### src/sv/mrrc_pkg.sv
// ----------------------------------------------------------------------------
// Modbus RTU response checker package
// Shared types, sizes and the byte-wide CRC-16 update used by the checker.
// ----------------------------------------------------------------------------
`default_nettype none

package mrrc_pkg;

    // Only the first FRAME_BYTES bytes of a frame are counted.
    localparam int FRAME_BYTES = 256;
    localparam int CNT_W       = $clog2(FRAME_BYTES + 1);

    // Result queue between the frame logic and the output port.
    localparam int OQ_DEPTH = 4;
    localparam int OQ_PTR_W = $clog2(OQ_DEPTH);
    localparam int OQ_CNT_W = $clog2(OQ_DEPTH + 1);

    // CRC-16 constants.
    localparam logic [15:0] CRC_INIT = 16'hFFFF;
    localparam logic [15:0] CRC_POLY = 16'hA001;

    // Exception replies set the top bit of the function code.
    localparam logic [7:0] EXC_FLAG = 8'h80;

    // Configuration register indexes.
    localparam logic [1:0] CFG_EXPECTED_SLAVE    = 2'd0;
    localparam logic [1:0] CFG_EXPECTED_FUNCTION = 2'd1;
    localparam logic [1:0] CFG_PDU_LIMIT         = 2'd2;

    typedef enum logic [2:0] {
        ST_OK          = 3'd0,
        ST_SHORT       = 3'd1,
        ST_CRC_ERROR   = 3'd2,
        ST_WRONG_SLAVE = 3'd3,
        ST_EXCEPTION   = 3'd4,
        ST_WRONG_FUNC  = 3'd5
    } t_status;

    typedef struct packed {
        logic [7:0] rx_byte;
        logic       frame_end;
    } t_in;

    typedef struct packed {
        logic [7:0] pdu_byte;
        logic       is_status;
        t_status    status;
        logic [7:0] exception_code;
        logic [7:0] pdu_length;
    } t_out;

    typedef struct packed {
        logic [7:0] expected_slave;
        logic [6:0] expected_function;
        logic [7:0] pdu_limit;
    } t_cfg;

    // Results produced by one consumed byte: a PDU beat and/or a status beat.
    typedef struct packed {
        logic pdu_valid;
        logic status_valid;
        t_out pdu_res;
        t_out status_res;
    } t_push;

    // Reflected CRC-16 update over one byte, eight shift steps.
    function automatic logic [15:0] crc_byte(input logic [15:0] crc_in,
                                             input logic [7:0]  data);
        logic [15:0] c;
        c = crc_in ^ {8'h00, data};
        for (int i = 0; i < 8; i++) begin
            if (c[0]) begin
                c = (c >> 1) ^ CRC_POLY;
            end else begin
                c = c >> 1;
            end
        end
        return c;
    endfunction

endpackage

`default_nettype wire

### src/sv/mrrc_frame.sv
// ----------------------------------------------------------------------------
// Modbus RTU response checker frame logic
// Tracks the frame position, holds back the last two bytes as the possible
// CRC, runs the CRC over the rest and decides the closing status.
// ----------------------------------------------------------------------------
`default_nettype none

module mrrc_frame (
    input  wire logic          i_clk,
    input  wire logic          i_rst_n,
    input  wire logic          i_consume,
    input  wire mrrc_pkg::t_in  i_item,
    input  wire mrrc_pkg::t_cfg i_cfg,
    output mrrc_pkg::t_push     o_push
);

    logic [mrrc_pkg::CNT_W-1:0] r_byte_count, n_byte_count;
    logic [15:0]                r_crc, n_crc;
    logic [7:0]                 r_held0, n_held0;
    logic [7:0]                 r_held1, n_held1;
    logic [7:0]                 r_first, n_first;
    logic [7:0]                 r_second, n_second;
    logic [7:0]                 r_third, n_third;

    logic                       pdu_emit;
    logic [mrrc_pkg::CNT_W-1:0] len_full;
    logic [7:0]                 len_clamped;
    mrrc_pkg::t_status          st;
    logic [7:0]                 exc_code;
    logic [7:0]                 pdu_len;

    // Next frame state and the results of the byte being consumed.
    always_comb begin
        n_byte_count = r_byte_count;
        n_crc        = r_crc;
        n_held0      = r_held0;
        n_held1      = r_held1;
        n_first      = r_first;
        n_second     = r_second;
        n_third      = r_third;
        pdu_emit     = 1'b0;

        if (r_byte_count < mrrc_pkg::CNT_W'(mrrc_pkg::FRAME_BYTES)) begin
            // The oldest held byte leaves the hold and enters the CRC.
            if (r_byte_count >= mrrc_pkg::CNT_W'(2)) begin
                n_crc = mrrc_pkg::crc_byte(r_crc, r_held0);
                if ((r_byte_count >= mrrc_pkg::CNT_W'(3)) &&
                    ((r_byte_count - mrrc_pkg::CNT_W'(3)) <
                     mrrc_pkg::CNT_W'(i_cfg.pdu_limit))) begin
                    pdu_emit = 1'b1;
                end
            end
            n_held0 = r_held1;
            n_held1 = i_item.rx_byte;
            if (r_byte_count == mrrc_pkg::CNT_W'(0)) begin
                n_first = i_item.rx_byte;
            end
            if (r_byte_count == mrrc_pkg::CNT_W'(1)) begin
                n_second = i_item.rx_byte;
            end
            if (r_byte_count == mrrc_pkg::CNT_W'(2)) begin
                n_third = i_item.rx_byte;
            end
            n_byte_count = r_byte_count + mrrc_pkg::CNT_W'(1);
        end

        // Closing checks, in priority order, on the updated frame state.
        len_full = n_byte_count - mrrc_pkg::CNT_W'(3);
        if (len_full > mrrc_pkg::CNT_W'(i_cfg.pdu_limit)) begin
            len_clamped = i_cfg.pdu_limit;
        end else begin
            len_clamped = len_full[7:0];
        end

        exc_code = 8'h00;
        pdu_len  = 8'h00;
        if (n_byte_count < mrrc_pkg::CNT_W'(4)) begin
            st = mrrc_pkg::ST_SHORT;
        end else if ({n_held1, n_held0} != n_crc) begin
            st = mrrc_pkg::ST_CRC_ERROR;
        end else if (n_first != i_cfg.expected_slave) begin
            st = mrrc_pkg::ST_WRONG_SLAVE;
        end else if (n_second == (mrrc_pkg::EXC_FLAG |
                                  {1'b0, i_cfg.expected_function})) begin
            st       = mrrc_pkg::ST_EXCEPTION;
            exc_code = n_third;
        end else if (n_second != {1'b0, i_cfg.expected_function}) begin
            st = mrrc_pkg::ST_WRONG_FUNC;
        end else begin
            st      = mrrc_pkg::ST_OK;
            pdu_len = len_clamped;
        end

        // A frame end returns all frame state to its reset value.
        if (i_item.frame_end) begin
            n_byte_count = '0;
            n_crc        = mrrc_pkg::CRC_INIT;
            n_held0      = 8'h00;
            n_held1      = 8'h00;
            n_first      = 8'h00;
            n_second     = 8'h00;
            n_third      = 8'h00;
        end
    end

    // Result beats for the queue.
    always_comb begin
        o_push.pdu_valid               = i_consume && pdu_emit;
        o_push.status_valid            = i_consume && i_item.frame_end;
        o_push.pdu_res.pdu_byte        = r_held0;
        o_push.pdu_res.is_status       = 1'b0;
        o_push.pdu_res.status          = mrrc_pkg::ST_OK;
        o_push.pdu_res.exception_code  = 8'h00;
        o_push.pdu_res.pdu_length      = 8'h00;
        o_push.status_res.pdu_byte     = 8'h00;
        o_push.status_res.is_status    = 1'b1;
        o_push.status_res.status       = st;
        o_push.status_res.exception_code = exc_code;
        o_push.status_res.pdu_length   = pdu_len;
    end

    // Frame state registers, updated only when a byte is consumed.
    always_ff @(posedge i_clk) begin
        if (!i_rst_n) begin
            r_byte_count <= '0;
            r_crc        <= mrrc_pkg::CRC_INIT;
            r_held0      <= 8'h00;
            r_held1      <= 8'h00;
            r_first      <= 8'h00;
            r_second     <= 8'h00;
            r_third      <= 8'h00;
        end else if (i_consume) begin
            r_byte_count <= n_byte_count;
            r_crc        <= n_crc;
            r_held0      <= n_held0;
            r_held1      <= n_held1;
            r_first      <= n_first;
            r_second     <= n_second;
            r_third      <= n_third;
        end
    end

    // The byte counter never runs past the counted frame length.
    a_count_bound: assert property (@(posedge i_clk) disable iff (!i_rst_n)
        r_byte_count <= mrrc_pkg::CNT_W'(mrrc_pkg::FRAME_BYTES))
        else $error("frame byte counter beyond frame length");

    // A consumed frame end leaves a fresh frame behind.
    a_frame_clear: assert property (@(posedge i_clk) disable iff (!i_rst_n)
        (i_consume && i_item.frame_end) |=>
        (r_byte_count == '0) && (r_crc == mrrc_pkg::CRC_INIT))
        else $error("frame state not cleared after frame end");

    // A PDU beat only leaves once the slave byte has passed the hold.
    a_pdu_position: assert property (@(posedge i_clk) disable iff (!i_rst_n)
        o_push.pdu_valid |-> (r_byte_count >= mrrc_pkg::CNT_W'(3)))
        else $error("PDU beat emitted before function code position");

endmodule

`default_nettype wire

### src/sv/mrrc_out_fifo.sv
// ----------------------------------------------------------------------------
// Modbus RTU response checker result queue
// Small register queue that takes up to two result beats per cycle and
// presents one registered beat per cycle, as the output port takes them.
// ----------------------------------------------------------------------------
`default_nettype none

module mrrc_out_fifo (
    input  wire logic            i_clk,
    input  wire logic            i_rst_n,
    input  wire mrrc_pkg::t_push i_push,
    output logic [mrrc_pkg::OQ_CNT_W-1:0] o_free,
    output logic                 o_valid,
    input  wire logic            i_ready,
    output mrrc_pkg::t_out       o_data
);

    mrrc_pkg::t_out                r_mem [mrrc_pkg::OQ_DEPTH];
    logic [mrrc_pkg::OQ_PTR_W-1:0] r_wr_ptr, n_wr_ptr;
    logic [mrrc_pkg::OQ_PTR_W-1:0] r_rd_ptr, n_rd_ptr;
    logic [mrrc_pkg::OQ_CNT_W-1:0] r_count, n_count;

    logic [mrrc_pkg::OQ_CNT_W-1:0] push_cnt;
    logic                          pop;
    mrrc_pkg::t_out                slot0;
    logic [mrrc_pkg::OQ_PTR_W-1:0] wr_ptr1;

    // Pack the valid beats so the first one lands at the write pointer.
    always_comb begin
        push_cnt = mrrc_pkg::OQ_CNT_W'(i_push.pdu_valid) +
                   mrrc_pkg::OQ_CNT_W'(i_push.status_valid);
        slot0    = i_push.pdu_valid ? i_push.pdu_res : i_push.status_res;
        wr_ptr1  = r_wr_ptr + mrrc_pkg::OQ_PTR_W'(1);
        pop      = o_valid && i_ready;
        n_wr_ptr = r_wr_ptr + push_cnt[mrrc_pkg::OQ_PTR_W-1:0];
        n_rd_ptr = r_rd_ptr + mrrc_pkg::OQ_PTR_W'(pop);
        n_count  = r_count + push_cnt - mrrc_pkg::OQ_CNT_W'(pop);
    end

    assign o_free  = mrrc_pkg::OQ_CNT_W'(mrrc_pkg::OQ_DEPTH) - r_count;
    assign o_valid = (r_count != '0);
    assign o_data  = r_mem[r_rd_ptr];

    // Queue storage.
    always_ff @(posedge i_clk) begin
        if (push_cnt != '0) begin
            r_mem[r_wr_ptr] <= slot0;
        end
        if (i_push.pdu_valid && i_push.status_valid) begin
            r_mem[wr_ptr1] <= i_push.status_res;
        end
    end

    // Pointers and fill count.
    always_ff @(posedge i_clk) begin
        if (!i_rst_n) begin
            r_wr_ptr <= '0;
            r_rd_ptr <= '0;
            r_count  <= '0;
        end else begin
            r_wr_ptr <= n_wr_ptr;
            r_rd_ptr <= n_rd_ptr;
            r_count  <= n_count;
        end
    end

    // The queue never holds more beats than it has entries.
    a_count_bound: assert property (@(posedge i_clk) disable iff (!i_rst_n)
        r_count <= mrrc_pkg::OQ_CNT_W'(mrrc_pkg::OQ_DEPTH))
        else $error("result queue overfilled");

    // Beats are only pushed when there is room for them.
    a_push_room: assert property (@(posedge i_clk) disable iff (!i_rst_n)
        push_cnt <= o_free)
        else $error("result pushed into a full queue");

    // The fill count tracks the pointer distance.
    a_ptr_count: assert property (@(posedge i_clk) disable iff (!i_rst_n)
        (r_count != mrrc_pkg::OQ_CNT_W'(mrrc_pkg::OQ_DEPTH)) |->
        ((r_wr_ptr - r_rd_ptr) == r_count[mrrc_pkg::OQ_PTR_W-1:0]))
        else $error("result queue pointers out of step with count");

endmodule

`default_nettype wire

### src/sv/modbus_rtu_response_checker_core.sv
// ----------------------------------------------------------------------------
// Modbus RTU response checker core
// Accepted bytes wait in the input register, their beats in the result queue.
// Throughput: one byte per cycle while the output takes beats; a frame's last
// byte can yield two beats, which the four-entry queue absorbs as bytes flow.
// Reset (synchronous, active low): registers return to slave 1, function 3,
// PDU limit 253; frame state and the result queue are cleared at once.
// ----------------------------------------------------------------------------
`default_nettype none

module modbus_rtu_response_checker_core (
    input  wire logic            i_clk,
    input  wire logic            i_rst_n,
    input  wire logic            i_in_valid,
    output logic                 o_in_ready,
    input  wire mrrc_pkg::t_in   i_in,
    output logic                 o_out_valid,
    input  wire logic            i_out_ready,
    output mrrc_pkg::t_out       o_out,
    input  wire logic            i_cfg_valid,
    output logic                 o_cfg_ready,
    input  wire logic [1:0]      i_cfg_index,
    input  wire logic [7:0]      i_cfg_data
);

    mrrc_pkg::t_cfg r_cfg;
    logic           r_in_valid;
    mrrc_pkg::t_in  r_in;

    logic                          consume;
    logic [mrrc_pkg::OQ_CNT_W-1:0] q_free;
    mrrc_pkg::t_push               push;

    // Configuration writes are always taken.
    assign o_cfg_ready = 1'b1;

    always_ff @(posedge i_clk) begin
        if (!i_rst_n) begin
            r_cfg.expected_slave    <= 8'd1;
            r_cfg.expected_function <= 7'd3;
            r_cfg.pdu_limit         <= 8'd253;
        end else if (i_cfg_valid) begin
            case (i_cfg_index)
                mrrc_pkg::CFG_EXPECTED_SLAVE: begin
                    r_cfg.expected_slave <= i_cfg_data;
                end
                mrrc_pkg::CFG_EXPECTED_FUNCTION: begin
                    r_cfg.expected_function <= i_cfg_data[6:0];
                end
                mrrc_pkg::CFG_PDU_LIMIT: begin
                    r_cfg.pdu_limit <= i_cfg_data;
                end
                default: begin
                end
            endcase
        end
    end

    // Input register; the byte moves on once the queue has room for two beats.
    assign consume    = r_in_valid && (q_free >= mrrc_pkg::OQ_CNT_W'(2));
    assign o_in_ready = !r_in_valid || consume;

    always_ff @(posedge i_clk) begin
        if (!i_rst_n) begin
            r_in_valid <= 1'b0;
        end else if (o_in_ready) begin
            r_in_valid <= i_in_valid;
        end
    end

    always_ff @(posedge i_clk) begin
        if (o_in_ready && i_in_valid) begin
            r_in <= i_in;
        end
    end

    mrrc_frame u_frame (
        .i_clk     (i_clk),
        .i_rst_n   (i_rst_n),
        .i_consume (consume),
        .i_item    (r_in),
        .i_cfg     (r_cfg),
        .o_push    (push)
    );

    mrrc_out_fifo u_out_fifo (
        .i_clk   (i_clk),
        .i_rst_n (i_rst_n),
        .i_push  (push),
        .o_free  (q_free),
        .o_valid (o_out_valid),
        .i_ready (i_out_ready),
        .o_data  (o_out)
    );

endmodule

`default_nettype wire
### config.mk
export PLATFORM = sky130hd
export DESIGN_NAME = modbus_rtu_response_checker_core
export DESIGN_NICKNAME = d
export VERILOG_FILES = /design/src/sv/mrrc_pkg.sv /design/src/sv/mrrc_frame.sv /design/src/sv/mrrc_out_fifo.sv /design/src/sv/modbus_rtu_response_checker_core.sv
export SDC_FILE = /design/constraint.sdc
export NUM_CORES = 1
export LEC_CHECK = 0
export BUFFER_PORTS_ARGS = -buffer_cell sky130_fd_sc_hd__buf_4
export CORE_MARGIN = 8
export CORE_UTILIZATION = 55
export DETAILED_ROUTE_END_ITERATION = 10
export GPL_TIMING_DRIVEN = 1
export PLACE_DENSITY = 0.72
export SYNTH_ARGS = -nofsm -noshare
export SYNTH_HDL_FRONTEND = slang
export SYNTH_HIERARCHICAL = 1
export SYNTH_SLANG_ARGS = --single-unit
### constraint.sdc
create_clock -name i_clk -period 6.9 [get_ports i_clk]
set_input_delay 1.38 -clock i_clk [delete_from_list [all_inputs] [get_ports i_clk]]
set_output_delay 1.38 -clock i_clk [all_outputs]
set_load 0.05 [all_outputs]
### After elaboration in Yosys (flattened, before gate mapping)

Memories as Yosys holds them, arrays and structs flattened. A register that Yosys moved wholly into a read port is not among the register bits.
Cells that the tools add are included.
Widths: inputs -> output; s select.

| word-level totals | value |
|---|---|
| bits in registers | 105 |
| RAM bits | 112 |
| input bits | 24 |
| output and inout port bits | 31 |
| logic and storage cells | 131 |
| memories kept | 1 |

Memory list:

| name | depth | bits a word | read ports | clocked after memory_dff | write ports | RTL line | text |
|---|---|---|---|---|---|---|---|
| u_out_fifo.r_mem | 4 | 28 | 1 | 1 | 2 | mrrc_out_fifo.sv:18 | `mrrc_pkg::t_out r_mem [mrrc_pkg::OQ_DEPTH];` |

| cells by class | value |
|---|---|
| $add $sub $neg | 10 |
| magnitude comparators | 7 |
| equality and inequality tests | 8 |
| mux-type cells | 64 |
| bitwise gates (word level) | 9 |
| reductions and logical operators | 16 |

Operators by type and width:

| kind | number |
|---|---|
| $mux 16 | 25 |
| $mux 8 | 23 |
| $mux 28 | 1 |
| $not 2->3 | 8 |
| $ge 9x2->1 const B | 2 |
| $mux 9 | 2 |
| $sub 9x2->9 const B | 2 |
| $ne 16x16->1 | 1 |
| $xor 16x8->16 | 1 |
| $mux 3 | 5 |
| $add 9x1->9 const B | 1 |
| $eq 9x1->1 const B | 1 |
| $eq 9x2->1 const B | 1 |
| $gt 9x8->1 | 1 |
| $logic_not 9->1 | 1 |
| $lt 9x3->1 const B | 1 |
| $lt 9x8->1 | 1 |
| $lt 9x9->1 const B | 1 |
| $eq 8x8->1 | 1 |
| $ne 8x7->1 | 1 |
| $ne 8x8->1 | 1 |
| $logic_and 1x1->1 | 7 |
| $mux 1 | 7 |
| $reduce_and 2->1 | 3 |
| 15 further kinds | 16 |

### Logic depth before layout (Yosys ltp)

| logic depth | value |
|---|---|
| depth after elaboration | 37 |
| gate-level depth with buffers | 23 |
| mapped depth without buffers | 19 |

### By module

Netlist, hierarchy kept.

By module, submodules not included:

| module | times used | cells each | area each (µm²) |
|---|---|---|---|
| mrrc_out_fifo | 1 | 374 | 5977.0 |
| mrrc_frame | 1 | 659 | 5417.7 |
| modbus_rtu_response_checker_core | 1 | 113 | 1280.0 |

### Least setup slack after synthesis

No wires, ideal clock.

| timing path | value |
|---|---|
| kind | reg-to-reg |
| start | register u_frame/r_byte_count[0] (netlist bit) |
| end | memory u_out_fifo/r_mem[1][0] (netlist bit), enable pin |
| setup time | 454 ps |
| arrival time | 5645 ps |
| required time | 6446 ps |
| path slack | 801 ps |
| stages on the path, launching flop included | 20 |
| period minus slack after synthesis | 6099 ps |
| cell sequence | dfxtp_1 > ha_1 > clkbuf_1 > xor2_1 > inv_1 > ha_1 > o21a_1 > o21a_1 > o21a_1 > o21a_1 > o21a_1 > o21a_1 > a2111oi_0 > buf_4 > buf_4 > buf_2 > inv_1 > ha_1 > nand2_1 > nor3b_1 |

RTL lines:

| element | RTL line | text |
|---|---|---|
| from (decl) | mrrc_frame.sv:17 | `logic [mrrc_pkg::CNT_W-1:0] r_byte_count, n_byte_count;` |
| from (signal assigned) | mrrc_frame.sv:133 | `r_byte_count <= n_byte_count;` |
| to (decl) | mrrc_out_fifo.sv:18 |  |

==> out/metrics.csv <==
stage,metric,value,unit
synth,Avg Inst Size Synth,11.1,µm²
global_routing,pin count of the biggest net entering global routing,89,
drt,Via density,6.00,
sta,worst slew pin tran,1190,ps
sta,Max Slew Vio Count,0,
setup_path,worst reg2reg startpoint,u_frame/r_byte_count[0]$_SDFFE_PN0P_,
die,Core Footprint,0.0226,mm²
die,Die X,168,µm
synth,"Warnings, synthesis",6,
pwr,Psw,1.22,mW
global_routing,initial antenna violation count,0,
setup_path,Worst R2R Path Depth,16,
sta,Max Freq,200,MHz
synth,post-synthesis cell count,1145,
die,row cnt,55,
final_layout,# diodes,0,
die,full die area,0.0281,mm²
setup_path,Buf/Inv on CP,2,
sta,Final Hold Fails,0,
drt,Post-Route WL,28800,µm
global_routing,first-pass GRT wire length,46400,µm
place,Placer Congestion,0.874,
place,DP HPWL,19400,µm
setup_path,crit path launch type,flop,
drt,ANT nets after route,0,
pwr,PwrDens,278,mW/mm²
setup_path,Worst EP arrival,5350,ps
die,I/O pin count,55,
pwr,maximum vdd drop,0.200,mV
clocking,clk buf depth,3,
flow_run,max_cap viols,0,
sta,setup violators final,0,
hold_path,HP Class,reg2reg,
final_layout,Layout Utilization,60.9,%
place,PortBufs,53,
hold_path,hold path depth,2,
sta,Worst slew margin,21.0,%
drt,# DRC,0,
clocking,clock slew at reported path FFs,70,ps
global_routing,vias in the first global route,8574,
clocking,CTS tree,yes,
pwr,total internal power,2.61,mW
global_routing,Total Routing Usage GR,20.2,%
die,Starting Density,55.9,%
clocking,CTS resizes,0,
setup_path,WS Path Type,reg2reg,
global_routing,GRT overflow,0,
synth,Post-Synthesis Cell Area,0.0127,mm²
hold_path,hold_sp,r_cfg[22]$_SDFFE_PN0P_,
final_layout,Nets,1204,
drt,DR WL/cell,19.8,µm
hold_path,worst hold endpoint,r_cfg[22]$_SDFFE_PN0P_,
final_layout,Area growth syn-to-layout,8.89,%
die,vertical die dimension,168,µm
clocking,clk sinks,217,
setup_path,"reg-to-reg slack, setup",1910,ps
drt,DRT Pass-1 Iters,5,
sta,total negative slack,0,ps
pwr,total chip power,3.83,mW
setup_path,r2r endpoint,u_out_fifo/r_mem[1][10]$_DFFE_PP_,
pwr,Logic pwr share,26.8,%
pwr,Clk pwr share,33.4,%
setup_path,Worst path slowest cell,nand2b_1,
clocking,Post-CTS Setup Inserts,0,
clocking,H-tree depth,1,
setup_path,CP Data Required Time,7260,ps
setup_path,Crit path top cell by count,o21a_1,
sta,final critical-path share of the clock period,72.3,%
pwr,Pleak,4.99,nW
final_layout,Filler cells,1839,
run_status,outcome,finished clean,
setup_path,critical path's top delay family,compound AO/OA/AOI/OAI gates,
clocking,Skew-Pair Late Insertion Delay,520,ps
final_layout,layout cell share with drive strength beyond 1,17.0,%
clocking,Num CTS Buffers,24,
setup_path,CP max FO,29,
pwr,Sw Ratio,31.9,%
sta,RSZ-0062 raised after global routing,no,
drt,via count,8734,
setup_path,crit-path cells,"inv_1, ha_1, ha_1, a21boi_0, o21a_1, o21a_1, o21a_1, o21a_1, o21a_1, o21a_1, a2111oi_2, ha_1, nor3b_4, buf_4, nand2b_1, o2bb2ai_1",
setup_path,CP endpoint kind,flop,
pwr,Sequential Power Share,39.9,%
clocking,hold_buf cts,0,
sta,Final Skew,19.6,ps
clocking,Clock Tree Root,clkbuf_16,
sta,post-route minimum period,4990,ps
drt,starting DRC count in detailed routing,643,
setup_path,CP max stage delay,960,ps
-- per-layer routing --
layer  GRT usage, %  vias to the layer above  wire length, µm
li1               -                     4211                -
met3           3.43                       38             1880
met5              0                        -                0
met1           27.2                     4208            12800
met2           33.1                      277            13500
met4           5.59                        0              549
-- worst min-delay path, stage by stage, from the launching register on --
cell and delay, ps:
dfxtp_1 310, nand2_1 50, mux2i_1 50
-- sequential cells by signal, summed over array words and instances (netlist names), 2 cells and up --
name,cells
u_out_fifo/r_count,3
u_out_fifo/r_mem,112
u_out_fifo/r_wr_ptr,2
u_frame/r_byte_count,9
r_in,9
u_out_fifo/r_rd_ptr,2
u_frame/r_first,8
u_frame/r_held0,8
u_frame/r_crc,16
u_frame/r_second,8
r_cfg,23
u_frame/r_third,8
u_frame/r_held1,8
-- placed cells by master (no fill, tap or decap), drive strengths merged, types with 8 or more instances in the layout --
master and n:
mux2i 46, o21a 8, nand2b 11, nor4 8, a22oi 19, a21oi 14, inv 46, nor2 34
o211ai 17, dfxtp 96, xnor2 41, nand4b 8, and2 31, ha 26, nor3 21, nand3 14
a32oi 9, mux4 28, o2bb2ai 112, nand2 114, conb 30, nor3b 12, clkbuf 37, xor2 36
edfxtp 121, buf 72, o21ai 32, nor2b 41, o22ai 10
-- power groups by stage --
| stage | sequential (mW) | combinational (mW) | clock [mW] |
|---|---|---|---|
| final | 1.53 | 1.03 | 1.28 |
| after global routing | 1.54 | 1.11 | 1.35 |
| after CTS | 1.53 | 1.03 | 1.30 |
| after detailed placement | 1.56 | 1.03 | 0 |
| after global placement | 1.55 | 1.02 | 0 |
| after floorplan | 1.51 | 0.811 | 0 |
-- metrics by stage --
step,std cells,setup slack (ps),instance area (µm²),hold slack [ps]
after CTS,1456,1920,13800,465
after detailed placement,1412,1960,13000,457
after global routing,1456,1620,13800,496
after global placement,1412,2110,13000,450
final,1456,1910,13800,464
after floorplan,1172,801,12800,435
-- area by class of cell --
type	count	area (µm²)	area share, %
inverter	47	176	1.28
clock buffer	37	699	5.07
multi-input combinational	791	6370	46.2
tap	285	357	2.59
sequential	217	5560	40.3
clock inverter	7	97.6	0.708
timing repair buffer	72	541	3.92
-- how the worst max path moves through the flow --
stage / slack, ps / from / cells after the start / end
floorplan: 800 / u_frame/r_byte_count[0]$_SDFFE_PN0P_ / 19 / u_out_fifo/r_mem[1][0]$_DFFE_PP_
global placement: 2110 / u_frame/r_byte_count[0]$_SDFFE_PN0P_ / 20 / u_out_fifo/r_count[2]$_SDFF_PN0_
detailed placement: 1960 / u_frame/r_byte_count[0]$_SDFFE_PN0P_ / 20 / u_out_fifo/r_count[2]$_SDFF_PN0_
CTS: 1920 / u_frame/r_byte_count[0]$_SDFFE_PN0P_ / 20 / u_out_fifo/r_count[2]$_SDFF_PN0_
global route: 1620 / u_frame/r_byte_count[0]$_SDFFE_PN0P_ / 20 / u_out_fifo/r_count[2]$_SDFF_PN0_
finish: 1910 / u_frame/r_byte_count[0]$_SDFFE_PN0P_ / 16 / u_out_fifo/r_mem[1][10]$_DFFE_PP_
Note: power is estimated with default switching activity, not from simulation.
